## src/hdl/vkd_pkg.sv

```systemverilog
// vkd_pkg: shared types, character constants and key codes of the vt100 key decoder
// no dependencies; used by every file in hdl but vkd_channels
`default_nettype none

package vkd_pkg;

    localparam int MAX_CSI_BYTES = 15;
    localparam int CSI_LEN_W     = $clog2(MAX_CSI_BYTES + 1);

    localparam int CFG_IDX_W = 1;
    localparam logic [CFG_IDX_W-1:0] CFG_ESC_WAIT  = 1'b0;
    localparam logic [CFG_IDX_W-1:0] CFG_IDLE_WAIT = 1'b1;

    localparam logic [7:0] ESC_WAIT_RESET  = 8'd10;
    localparam logic [7:0] IDLE_WAIT_RESET = 8'd40;

    localparam logic OP_BYTE = 1'b0;
    localparam logic OP_TICK = 1'b1;

    localparam logic [7:0] CH_ESC      = 8'h1B;
    localparam logic [7:0] CH_DEL      = 8'h7F;
    localparam logic [7:0] CH_FINAL_LO = 8'h40;
    localparam logic [7:0] CH_FINAL_HI = 8'h7E;
    localparam logic [7:0] CH_CSI      = 8'h5B;
    localparam logic [7:0] CH_SS3      = 8'h4F;
    localparam logic [7:0] CH_TILDE    = 8'h7E;
    localparam logic [7:0] CH_1        = 8'h31;
    localparam logic [7:0] CH_3        = 8'h33;
    localparam logic [7:0] CH_4        = 8'h34;
    localparam logic [7:0] CH_5        = 8'h35;
    localparam logic [7:0] CH_6        = 8'h36;
    localparam logic [7:0] CH_A        = 8'h41;
    localparam logic [7:0] CH_B        = 8'h42;
    localparam logic [7:0] CH_C        = 8'h43;
    localparam logic [7:0] CH_D        = 8'h44;
    localparam logic [7:0] CH_F        = 8'h46;
    localparam logic [7:0] CH_H        = 8'h48;
    localparam logic [7:0] CH_P        = 8'h50;

    typedef enum logic [3:0] {
        KEY_PLAIN     = 4'd0,
        KEY_TIMEOUT   = 4'd1,
        KEY_BACKSPACE = 4'd2,
        KEY_ESC       = 4'd3,
        KEY_UP        = 4'd4,
        KEY_DOWN      = 4'd5,
        KEY_RIGHT     = 4'd6,
        KEY_LEFT      = 4'd7,
        KEY_HOME      = 4'd8,
        KEY_END       = 4'd9,
        KEY_DELETE    = 4'd10,
        KEY_PGUP      = 4'd11,
        KEY_PGDN      = 4'd12,
        KEY_F1        = 4'd13,
        KEY_F5        = 4'd14
    } key_kind_t;

    typedef struct packed {
        logic       operation;
        logic [7:0] byte_value;
    } item_t;

    typedef struct packed {
        key_kind_t  kind;
        logic [7:0] code;
    } key_t;

    // result of one parser step
    typedef struct packed {
        logic fire;
        key_t key;
    } step_out_t;

    // letter finals shared by CSI and SS3; P is F1 only after SS3
    function automatic key_kind_t letter_key(input logic [7:0] b, input logic ss3);
        key_kind_t k;
        case (b)
            CH_A:    k = KEY_UP;
            CH_B:    k = KEY_DOWN;
            CH_C:    k = KEY_RIGHT;
            CH_D:    k = KEY_LEFT;
            CH_H:    k = KEY_HOME;
            CH_F:    k = KEY_END;
            CH_P:    k = ss3 ? KEY_F1 : KEY_ESC;
            default: k = KEY_ESC;
        endcase
        return k;
    endfunction

endpackage

`default_nettype wire

```

## src/hdl/vkd_channels.sv

```systemverilog
// vkd_channels: valid/ready channel interfaces for terminal input and key output
// no dependencies
`default_nettype none

interface vkd_byte_if;
    logic       valid;
    logic       ready;
    logic       operation;
    logic [7:0] byte_value;

    modport source (output valid, output operation, output byte_value, input ready);
    modport sink   (input valid, input operation, input byte_value, output ready);
endinterface

interface vkd_key_if;
    logic       valid;
    logic       ready;
    logic [3:0] key_kind;
    logic [7:0] char_code;

    modport source (output valid, output key_kind, output char_code, input ready);
    modport sink   (input valid, input key_kind, input char_code, output ready);
endinterface

`default_nettype wire

```

## src/hdl/vkd_parser.sv

```systemverilog
// vkd_parser: escape sequence state and one-step decode of a registered word
// depends on vkd_pkg
`default_nettype none

module vkd_parser
(
    input  wire logic              clk,
    input  wire logic              rst_n,
    input  wire logic              step,
    input  wire vkd_pkg::item_t    item,
    input  wire logic [7:0]        esc_wait,
    input  wire logic [7:0]        idle_wait,
    output vkd_pkg::step_out_t     result
);

    typedef enum logic [1:0] {
        MODE_IDLE,
        MODE_ESC,
        MODE_SS3,
        MODE_CSI
    } mode_t;

    mode_t                            mode_reg, mode_next;
    logic [7:0]                       wait_reg, wait_next;
    logic [vkd_pkg::CSI_LEN_W-1:0]    len_reg, len_next;
    logic [7:0]                       first_reg, first_next;
    logic [7:0]                       second_reg, second_next;

    logic [7:0]                       wait_inc;
    logic [7:0]                       limit;
    logic [vkd_pkg::CSI_LEN_W-1:0]    len;
    logic                             is_final;
    vkd_pkg::key_kind_t               csi_kind;
    logic [7:0]                       b;

    always_comb
    begin
        b        = item.byte_value;
        wait_inc = (wait_reg == 8'hFF) ? wait_reg : wait_reg + 8'd1;
        limit    = (mode_reg == MODE_IDLE) ? idle_wait : esc_wait;
        len      = len_reg + vkd_pkg::CSI_LEN_W'(1);
        is_final = b inside {[vkd_pkg::CH_FINAL_LO:vkd_pkg::CH_FINAL_HI]};

        // body length counts the final byte
        if (len == vkd_pkg::CSI_LEN_W'(1))
            csi_kind = vkd_pkg::letter_key(b, 1'b0);
        else if (b != vkd_pkg::CH_TILDE)
            csi_kind = vkd_pkg::KEY_ESC;
        else if (len == vkd_pkg::CSI_LEN_W'(2))
        begin
            case (first_reg)
                vkd_pkg::CH_1: csi_kind = vkd_pkg::KEY_HOME;
                vkd_pkg::CH_3: csi_kind = vkd_pkg::KEY_DELETE;
                vkd_pkg::CH_4: csi_kind = vkd_pkg::KEY_END;
                vkd_pkg::CH_5: csi_kind = vkd_pkg::KEY_PGUP;
                vkd_pkg::CH_6: csi_kind = vkd_pkg::KEY_PGDN;
                default:       csi_kind = vkd_pkg::KEY_ESC;
            endcase
        end
        else if (len == vkd_pkg::CSI_LEN_W'(3) && first_reg == vkd_pkg::CH_1
                 && second_reg == vkd_pkg::CH_1)
            csi_kind = vkd_pkg::KEY_F1;
        else if (len == vkd_pkg::CSI_LEN_W'(3) && first_reg == vkd_pkg::CH_1
                 && second_reg == vkd_pkg::CH_5)
            csi_kind = vkd_pkg::KEY_F5;
        else
            csi_kind = vkd_pkg::KEY_ESC;

        mode_next       = mode_reg;
        wait_next       = wait_reg;
        len_next        = len_reg;
        first_next      = first_reg;
        second_next     = second_reg;
        result.fire     = 1'b0;
        result.key.kind = vkd_pkg::KEY_PLAIN;
        result.key.code = 8'd0;

        if (step)
        begin
            if (item.operation == vkd_pkg::OP_TICK)
            begin
                wait_next = wait_inc;
                if (wait_inc >= limit)
                begin
                    wait_next       = 8'd0;
                    result.fire     = 1'b1;
                    result.key.kind = (mode_reg == MODE_IDLE) ? vkd_pkg::KEY_TIMEOUT
                                                              : vkd_pkg::KEY_ESC;
                    mode_next       = MODE_IDLE;
                end
            end
            else
            begin
                wait_next = 8'd0;
                case (mode_reg)
                    MODE_IDLE:
                    begin
                        if (b == vkd_pkg::CH_ESC)
                            mode_next = MODE_ESC;
                        else if (b == vkd_pkg::CH_DEL)
                        begin
                            result.fire     = 1'b1;
                            result.key.kind = vkd_pkg::KEY_BACKSPACE;
                        end
                        else
                        begin
                            result.fire     = 1'b1;
                            result.key.code = b;
                        end
                    end
                    MODE_ESC:
                    begin
                        if (b == vkd_pkg::CH_CSI)
                        begin
                            mode_next = MODE_CSI;
                            len_next  = '0;
                        end
                        else if (b == vkd_pkg::CH_SS3)
                            mode_next = MODE_SS3;
                        else
                        begin
                            result.fire     = 1'b1;
                            result.key.kind = vkd_pkg::KEY_ESC;
                            mode_next       = MODE_IDLE;
                        end
                    end
                    MODE_SS3:
                    begin
                        result.fire     = 1'b1;
                        result.key.kind = vkd_pkg::letter_key(b, 1'b1);
                        mode_next       = MODE_IDLE;
                    end
                    default:
                    begin
                        if (is_final)
                        begin
                            result.fire     = 1'b1;
                            result.key.kind = csi_kind;
                            mode_next       = MODE_IDLE;
                        end
                        else
                        begin
                            if (len == vkd_pkg::CSI_LEN_W'(1))
                                first_next = b;
                            else if (len == vkd_pkg::CSI_LEN_W'(2))
                                second_next = b;
                            // overlong body gives up
                            if (len == vkd_pkg::CSI_LEN_W'(vkd_pkg::MAX_CSI_BYTES))
                            begin
                                result.fire     = 1'b1;
                                result.key.kind = vkd_pkg::KEY_ESC;
                                mode_next       = MODE_IDLE;
                            end
                            else
                                len_next = len;
                        end
                    end
                endcase
            end
        end
    end

    always_ff @(posedge clk or negedge rst_n)
    begin
        if (!rst_n)
        begin
            mode_reg   <= MODE_IDLE;
            wait_reg   <= 8'd0;
            len_reg    <= '0;
            first_reg  <= 8'd0;
            second_reg <= 8'd0;
        end
        else
        begin
            mode_reg   <= mode_next;
            wait_reg   <= wait_next;
            len_reg    <= len_next;
            first_reg  <= first_next;
            second_reg <= second_next;
        end
    end

endmodule

`default_nettype wire

```

## src/hdl/vkd_out_stage.sv

```systemverilog
// vkd_out_stage: result register that holds a key word until the sink takes it
// depends on vkd_pkg
`default_nettype none

module vkd_out_stage
(
    input  wire logic               clk,
    input  wire logic               rst_n,
    input  wire logic               load,
    input  wire vkd_pkg::step_out_t result,
    output logic                    room,
    vkd_key_if.source               keys
);

    logic          valid_reg, valid_next;
    vkd_pkg::key_t key_reg, key_next;

    // free when empty or being drained this cycle
    assign room = !valid_reg || keys.ready;

    always_comb
    begin
        valid_next = valid_reg;
        key_next   = key_reg;
        if (room)
        begin
            valid_next = load && result.fire;
            if (load && result.fire)
                key_next = result.key;
        end
    end

    always_ff @(posedge clk or negedge rst_n)
    begin
        if (!rst_n)
            valid_reg <= 1'b0;
        else
            valid_reg <= valid_next;
    end

    always_ff @(posedge clk)
    begin
        key_reg <= key_next;
    end

    assign keys.valid     = valid_reg;
    assign keys.key_kind  = key_reg.kind;
    assign keys.char_code = key_reg.code;

endmodule

`default_nettype wire

```

## src/hdl/vt100_key_sequence_decoder.sv

```systemverilog
// vt100_key_sequence_decoder: top level, input register, config registers, parser, output
// depends on vkd_pkg, vkd_channels, vkd_parser, vkd_out_stage
//
//   channel   dir   handshake     payload
//   feed      in    valid/ready   operation, byte_value
//   keys      out   valid/ready   key_kind, char_code
//   cfg       in    cfg_we        cfg_index, cfg_data (no ready)
//
// one word per cycle while the key output is not stalled; a word is registered,
// then decoded against the parser state into the output register when the output has room
// the rate is set by the single parser step between input and output registers
// reset clears the parser state, the valid flags and loads the wait defaults
// a stalled output holds its word; feed stays ready unless both registers are full and the output is stalled
`default_nettype none

module vt100_key_sequence_decoder
(
    input  wire logic                          clk,
    input  wire logic                          rst_n,
    vkd_byte_if.sink                           feed,
    vkd_key_if.source                          keys,
    input  wire logic                          cfg_we,
    input  wire logic [vkd_pkg::CFG_IDX_W-1:0] cfg_index,
    input  wire logic [7:0]                    cfg_data
);

    logic               in_valid_reg, in_valid_next;
    vkd_pkg::item_t     item_reg, item_next;
    logic [7:0]         esc_wait_reg, esc_wait_next;
    logic [7:0]         idle_wait_reg, idle_wait_next;
    logic               room;
    logic               step;
    vkd_pkg::step_out_t result;

    assign feed.ready = !in_valid_reg || room;
    assign step       = in_valid_reg && room;

    always_comb
    begin
        in_valid_next = in_valid_reg;
        item_next     = item_reg;
        if (feed.ready)
        begin
            in_valid_next = feed.valid;
            if (feed.valid)
            begin
                item_next.operation  = feed.operation;
                item_next.byte_value = feed.byte_value;
            end
        end

        esc_wait_next  = esc_wait_reg;
        idle_wait_next = idle_wait_reg;
        if (cfg_we)
        begin
            case (cfg_index)
                vkd_pkg::CFG_ESC_WAIT:  esc_wait_next  = cfg_data;
                vkd_pkg::CFG_IDLE_WAIT: idle_wait_next = cfg_data;
                default:                esc_wait_next  = esc_wait_reg;
            endcase
        end
    end

    always_ff @(posedge clk or negedge rst_n)
    begin
        if (!rst_n)
        begin
            in_valid_reg  <= 1'b0;
            esc_wait_reg  <= vkd_pkg::ESC_WAIT_RESET;
            idle_wait_reg <= vkd_pkg::IDLE_WAIT_RESET;
        end
        else
        begin
            in_valid_reg  <= in_valid_next;
            esc_wait_reg  <= esc_wait_next;
            idle_wait_reg <= idle_wait_next;
        end
    end

    always_ff @(posedge clk)
    begin
        item_reg <= item_next;
    end

    vkd_parser u_parser
    (
        .clk       (clk),
        .rst_n     (rst_n),
        .step      (step),
        .item      (item_reg),
        .esc_wait  (esc_wait_reg),
        .idle_wait (idle_wait_reg),
        .result    (result)
    );

    vkd_out_stage u_out
    (
        .clk    (clk),
        .rst_n  (rst_n),
        .load   (step),
        .result (result),
        .room   (room),
        .keys   (keys)
    );

endmodule

`default_nettype wire

```

## src/flat_wrapper.sv

```systemverilog
// flat-port wrapper written by rule: the top's interface ports become plain ports
module vt100_key_sequence_decoder_flat 
  (clk, rst_n, cfg_we, cfg_index, cfg_data, feed_valid, feed_operation, feed_byte_value, feed_ready, keys_valid, keys_key_kind, keys_char_code, keys_ready);
  vkd_byte_if feed_i ();
  vkd_key_if keys_i ();
  input  wire logic clk;
  input  wire logic rst_n;
  input  wire logic cfg_we;
  input  wire logic [vkd_pkg::CFG_IDX_W-1:0] cfg_index;
  input  wire logic [7:0] cfg_data;
  input wire logic [$bits(feed_i.valid)-1:0] feed_valid;
  input wire logic [$bits(feed_i.operation)-1:0] feed_operation;
  input wire logic [$bits(feed_i.byte_value)-1:0] feed_byte_value;
  output wire logic [$bits(feed_i.ready)-1:0] feed_ready;
  output wire logic [$bits(keys_i.valid)-1:0] keys_valid;
  output wire logic [$bits(keys_i.key_kind)-1:0] keys_key_kind;
  output wire logic [$bits(keys_i.char_code)-1:0] keys_char_code;
  input wire logic [$bits(keys_i.ready)-1:0] keys_ready;
  assign feed_i.valid = feed_valid;
  assign feed_i.operation = feed_operation;
  assign feed_i.byte_value = feed_byte_value;
  assign feed_ready = feed_i.ready;
  assign keys_valid = keys_i.valid;
  assign keys_key_kind = keys_i.key_kind;
  assign keys_char_code = keys_i.char_code;
  assign keys_i.ready = keys_ready;
  vt100_key_sequence_decoder u_core (.clk(clk), .rst_n(rst_n), .feed(feed_i), .keys(keys_i), .cfg_we(cfg_we), .cfg_index(cfg_index), .cfg_data(cfg_data));
endmodule
```

## config.mk

```make
export PLATFORM = sky130hd
export DESIGN_NAME = vt100_key_sequence_decoder_flat
export DESIGN_NICKNAME = d
export VERILOG_FILES = /design/src/hdl/vkd_pkg.sv /design/src/hdl/vkd_channels.sv /design/src/hdl/vkd_parser.sv /design/src/hdl/vkd_out_stage.sv /design/src/hdl/vt100_key_sequence_decoder.sv /design/src/flat_wrapper.sv
export SDC_FILE = /design/constraint.sdc
export NUM_CORES = 1
export LEC_CHECK = 0
export ABC_AREA = 1
export BUFFER_PORTS_ARGS = -buffer_cell sky130_fd_sc_hd__buf_2
export CORE_UTILIZATION = 50
export DETAILED_ROUTE_END_ITERATION = 16
export PLACE_DENSITY = 0.78
export SETUP_SLACK_MARGIN = 0.3
export SLEW_MARGIN = 20
export SYNTH_ARGS = -nofsm -noshare
export SYNTH_HDL_FRONTEND = slang
export SYNTH_SLANG_ARGS = --single-unit
```

## constraint.sdc

```tcl
create_clock -name clk -period 5.2 [get_ports clk]
set_input_delay 0.26 -clock clk [delete_from_list [all_inputs] [get_ports clk]]
set_output_delay 0.26 -clock clk [all_outputs]
set_load 0.1 [all_outputs]
```

== Yosys cells after proc, flatten, opt, wreduce, memory -nomap -nowiden ==
Index checks and enable logic that the tools add are counted.

* Add/subtract/negate cells: 2
* Multiplexer cells: 38
* Magnitude comparators: 3
* Eq/ne operators: 31
* Bitwise logic cells: 8
* Reduce and logical (&&, ||, !) cells: 23

{| class="wikitable"
|+ Operators with widths
! kind !! number
|-
| == test 8 x 7 -> 1 bit (second input constant) || 10
|-
| == test 8 x 6 -> 1 bit (second input constant) || 7
|-
| two-way mux 8 bit || 7
|-
| two-way mux 4 bit || 8
|-
| two-way mux 5 bit || 6
|-
| one-hot mux 4 bit (7 select lines) || 1
|-
| two-way mux 13 bit || 2
|-
| one-hot mux 4 bit (6 select lines) || 1
|-
| one-hot mux 4 bit (5 select lines) || 1
|-
| two-way mux 2 bit || 9
|-
| one-hot mux 5 bit (3 select lines) || 1
|-
| AND reduction 6 bit || 2
|-
| adder 8 x 1 -> 8 bit (second input constant) || 1
|-
| == test 4 x 2 -> 1 bit (second input constant) || 2
|-
| == test 8 x 5 -> 1 bit (second input constant) || 1
|-
| == test 8 bit (second input constant) || 1
|-
| >= comparator 8 x 7 -> 1 bit (second input constant) || 1
|-
| >= comparator 8 bit || 1
|-
| less-or-equal comparator 8 x 7 -> 1 bit (second input constant) || 1
|-
| != test 8 x 7 -> 1 bit (second input constant) || 1
|-
| NOT 1 bit || 8
|-
| one-hot mux 4 bit (2 select lines) || 1
|-
| AND reduction 2 bit || 4
|-
| logical AND 1 bit || 6
|-
| 18 further kinds || 22
|}

* Register bits after elaboration: 69
* Word-level logic and storage cells: 118
* Input bits: 23
* Output and inout bits: 14

== Logic depth before layout (Yosys ltp) ==
* Word-level depth: 15
* Gate-level depth with buffers: 24
* Mapped depth without buffers: 24

== By module ==
Synthesis repeated with hierarchy kept, for this count alone.

* Cells, all modules: 501
* Area, all modules: 4070.2 um^2

{| class="wikitable"
|+ By module, submodules not included
! module !! cells each !! seq. area each (um^2) !! area each (um^2) !! instances
|-
| vkd_parser || 396 || 750.7 || 2673.8 || 1
|-
| vt100_key_sequence_decoder || 87 || 700.7 || 991.0 || 1
|-
| vkd_out_stage || 18 || 385.4 || 405.4 || 1
|}

== Least setup slack after synthesis ==
OpenSTA, ideal clock, no wires.

* Path type: flip-flop to flip-flop
* From: register u_core.u_parser.wait_reg[0]
* To: register u_core.u_out.key_reg (netlist bit u_core.u_out.keys.char_code[0]) (enable)
* Data required time: 4.820 ns
* Setup time: 0.380 ns
* Period minus slack after synthesis: 3.063 ns
* Data arrival time: 2.682 ns
* Path slack: 2.137 ns
* Path buffers: 0
* Cell stages (with the launch flop): 22
* Path through: dfrtp_1 ha_1 nand2_1 inv_1 nand4_1 nor2_1 nand2_1 inv_1 nand2_1 o21ai_0 inv_1 ha_1 inv_1 nor2_1 o21ai_0 nand2_1 nand2_1 nand3_1 nor2_1 inv_1 nand2_1 nor2_1

* Word-level cells in the longest chain between the ends: 8
* Elaborated cells between the ends (all ways): 9

{| class="wikitable"
|+ RTL lines
! element !! RTL line !! RTL
|-
| start: declaration || vkd_parser.sv:24 || <nowiki>logic [7:0] wait_reg, wait_next;</nowiki>
|-
| start signal: assignment || vkd_parser.sv:176 || <nowiki>wait_reg <= wait_next;</nowiki>
|-
| adder 8 x 1 -> 8 bit / == test 8 bit (equally long branches) || vkd_parser.sv:39 || <nowiki>wait_inc = (wait_reg == 8'hFF) ? wait_reg : wait_reg + 8'd1;</nowiki>
|-
| two-way mux 8 bit * || vkd_parser.sv:39 ||
|-
| >= comparator 8 bit * || vkd_parser.sv:83 || <nowiki>if (wait_inc >= limit)</nowiki>
|-
| two-way mux 5 bit * || vkd_parser.sv:83 ||
|-
| two-way mux 5 bit * || vkd_parser.sv:80 || <nowiki>if (item.operation == vkd_pkg::OP_TICK)</nowiki>
|-
| two-way mux 13 bit * || vkd_parser.sv:78 || <nowiki>if (step)</nowiki>
|-
| logical AND 1 bit * || vkd_out_stage.sv:28 || <nowiki>if (load && result.fire)</nowiki>
|-
| AND reduction 2 bit (no line) * || - ||
|-
| end signal: assignment || vkd_out_stage.sv:43 || <nowiki>key_reg <= key_next;</nowiki>
|-
| end: declaration || vkd_out_stage.sv:16 || <nowiki>vkd_pkg::key_t key_reg, key_next;</nowiki>
|}

Mark *: on every way between the ends. The rest lies on a longest branch, timed or not.
A chain may end at the register's enable or synchronous reset.

== Final worst setup path ==
* From: register u_core.u_parser.wait_reg[0]
* To: register u_core.u_out.key_reg (netlist bit u_core.u_out.keys.key_kind[0]) (enable)

Same word-level chain as after synthesis.

==> out/qor.yml <==
floorplanning:
  die_h_um: 89.84
  die_area_um2: 8070
  start_util: 0.5234
  fp.coreArea_um2: 7370
  rows: 31
  ios: 37
  fp.dieW_um: 89.84
cts:
  post_cts_buffers: 0
  cts_htree_levels: 3
  clk_pin_slew_ns: 0.08
  cts_root_buf: "clkbuf_8"
  cts_sinks: 69
  clk_latency_ns: 0.36
  cts_tree: "built"
  cts_made_buffers: 9
  cts_buffer_depth: 2
yosys:
  netlist_area_um2: 3857
  synth_nets: 520
  synth_seq_area_share: 0.4762
  avgSynthCellArea_um2: 7.970
  ys_seq_elements: 69
  syn_inst: 484
  ys_types: 34
  yosysWarnings: 0
grt:
  grt_util_met1: 0.2637
  use_met2: 0.3622
  antenna_found_initial: 0
  grt_pass1_vias: 3015
  grt_pass1_wl_mm: 13.54
  gr-max-usage-layer: "met2"
  grt_usage: 0.2107
  grt_max_degree: 49
  use_met3: 0.04315
  grt_overflow: 0
final_layout:
  final_cell_mix: "119 x nand2_1, 66 x inv_1, 63 x nor2_1"
  multi_input_area_um2: 1714
  fill_cells: 682
  drive_gt1_frac: 0.1345
  final_area_um2: 4325
  seq_area_um2: 1837
  nNetsFinal: 559
  final_common_cell: "nand2_1"
  largest_register_ffs: 9
  area_growth_pct: 12.13
  diodes: 0
worst_setup_path:
  setup.worst_path.end: "u_core.u_out.keys.key_kind[0]"
  crit-reg2reg-launch: "u_core.u_parser.wait_reg[0]"
  r2r_cells: 21
  endpoint_kind: "flip-flop"
  startpoint_type: "flip-flop"
  r2r-end: "u_core.u_out.keys.key_kind[0]"
  startpoint: "u_core.u_parser.wait_reg[0]"
  path_class: "flip-flop to flip-flop"
  worstPathArrival_ns: 3.61
  cp.required_ns: 5.18
  critPathMaxFanout: 12
  ff2ff_setup_slack_ns: 1.57
pwr:
  p_sw_uw: 699.7
  p_clk_frac: 0.260
  powerDensity_nw_per_um2: 396.6
  irDropWorstVdd_v: 0.0001568
  finalPower_mw: 1.715
  combPwrFrac: 0.335
  p_leak_nw: 2.166
  intPower_mw: 1.016
  p_sw_frac: 0.4079
  p_seq_frac: 0.405
timing:
  finClkSkew_ns: 0.007678
  period_share: 0.6977
  min_period_ns: 3.628
  tns_ns: 0
  worstMarginPinSlew_ns: 1.042
  hold_viol: 0
  max_freq_mhz: 275.6
  finalMaxSlewViolations: 0
  rsz0062_at_grt: "no"
  maxSlewHeadroom: 0.3028
  setup_violations: 0
drt:
  vias: 3231
  drt_iter0_markers: 199
  vias_per_cell: 5.153
  routedWlPerCell_um: 12.61
  drt_wl_total_mm: 7.908
  drc: 0
  drt_pre_antenna_iters: 5
  postRouteAntennaNets: 0
worst_hold_path:
  hp-class: "primary input to flip-flop"
placement:
  dpl-instance-area_um2: 4114
  hpwl_mm: 5.922
  io_buffers: 36
  place_congestion: 0.8921
run:
  drv_cap: 0
status:
  status: "finished, final reports clean"
==> cells by family after synthesis <==
kind of cell	count (synthesis)	share of synthesized area
AO/OA/AOI/OAI	74	0.1061
XOR/XNOR	4	0.009084
flip-flops	69	0.4762
AND/OR/NAND/NOR	239	0.2689
buffers and inverters	78	0.07947
multiplexers	7	0.01816
adder cells (fa/ha/maj)	13	0.04217
==> repair_timing <==
action	4_1_cts	5_1_grt
setup endpoints to repair	0	0
hold buffers	0	1
gates resized for setup	0	0
endpoints found under the hold margin	0	44
==> power by group through the flow <==
stage / sequential, mW / clock (mW) / combinational [mW]
2_1_floorplan: 0.814 / 0 / 0.342
3_3_place_gp: 0.701 / 0 / 0.565
3_5_place_dp: 0.705 / 0 / 0.576
4_1_cts: 0.694 / 0.454 / 0.580
5_1_grt: 0.705 / 0.476 / 0.643
6_report: 0.694 / 0.446 / 0.575
==> per-stage QoR <==
stage | worst slack [ns] | hold WS (ns) | instances | utilization
floorplan | 2.137 | -0.03559 | 484 | -
global placement | 1.673 | 0.4377 | 610 | 0.5582
detailed placement | 1.577 | 0.4381 | 610 | 0.5582
CTS | 1.552 | 0.06173 | 626 | 0.5852
global route | 1.138 | 0.05768 | 627 | 0.5869
finish | 1.572 | 0.07012 | 627 | 0.5869
==> metal layers <==
metal | wire, um | up-vias
li1 | - | 1645
met4 | 89 | 0
met3 | 350 | 9
met5 | 0 | -
met1 | 3440 | 1508
met2 | 4027 | 69
==> cells in the mapped netlist (all sizes together) <==
library cell,count,area (um2)
nor2,67,276.5
edfxtp,21,630.6
nand2,120,452.9
o21a,3,22.52
dfrtp,44,1101
xnor2,2,17.52
ha,13,162.7
clkbuf,3,11.26
o211ai,1,7.510
inv,69,259.0
buf,6,36.28
a21boi,1,11.26
nand3,36,190.2
o31ai,3,22.52
o2111ai,1,8.760
dfstp,4,105.1
xor2,2,17.52
a21oi,21,105.1
o21ai,42,217.7
a211oi,1,7.510
mux2i,7,70.07
or2,1,6.260
nand4,8,65.06
nor3,7,46.30
a31oi,1,6.260
==> layout make-up <==
cell class | instances | area share
Clock buffer | 10 | 0.02951
Sequential cell | 69 | 0.4246
Timing Repair Buffer | 37 | 0.04455
Multi-Input combinational cell | 337 | 0.3963
Clock inverter | 6 | 0.01649
Inverter | 69 | 0.05988
Tap cell | 99 | 0.02864
==> critical path: stages, from the launching register on <==
cell and delay (ns):
dfrtp_1 0.41, ha_1 0.22, nand2_1 0.07, inv_1 0.06, nand4_1 0.09, nor2_1 0.18
nand2_1 0.09, inv_1 0.09, nand2_1 0.05, o21ai_0 0.06, inv_1 0.07, ha_1 0.30
inv_1 0.05, nor2_1 0.07, o21ai_0 0.08, nand2_1 0.06, nand2_1 0.04, nand3_1 0.08
nor2_1 0.13, inv_1 0.10, nand2_1 0.10, nor2_1 0.85
==> how the worst min path moves through the flow <==
stage / start / endpoint / slack [ns] / cells past startpoint
floorplan: rst_n / u_core.esc_wait_reg[0] / -0.04 / 0
global placement: feed_byte_value[2] / u_core.item_reg[2] / 0.44 / 1
detailed placement: feed_byte_value[5] / u_core.item_reg[5] / 0.44 / 1
CTS: feed_byte_value[5] / u_core.item_reg[5] / 0.06 / 1
global route: feed_byte_value[5] / u_core.item_reg[5] / 0.06 / 1
finish: feed_byte_value[5] / u_core.item_reg[5] / 0.07 / 1
No activity file was read; power rests on OpenSTA's default activity.
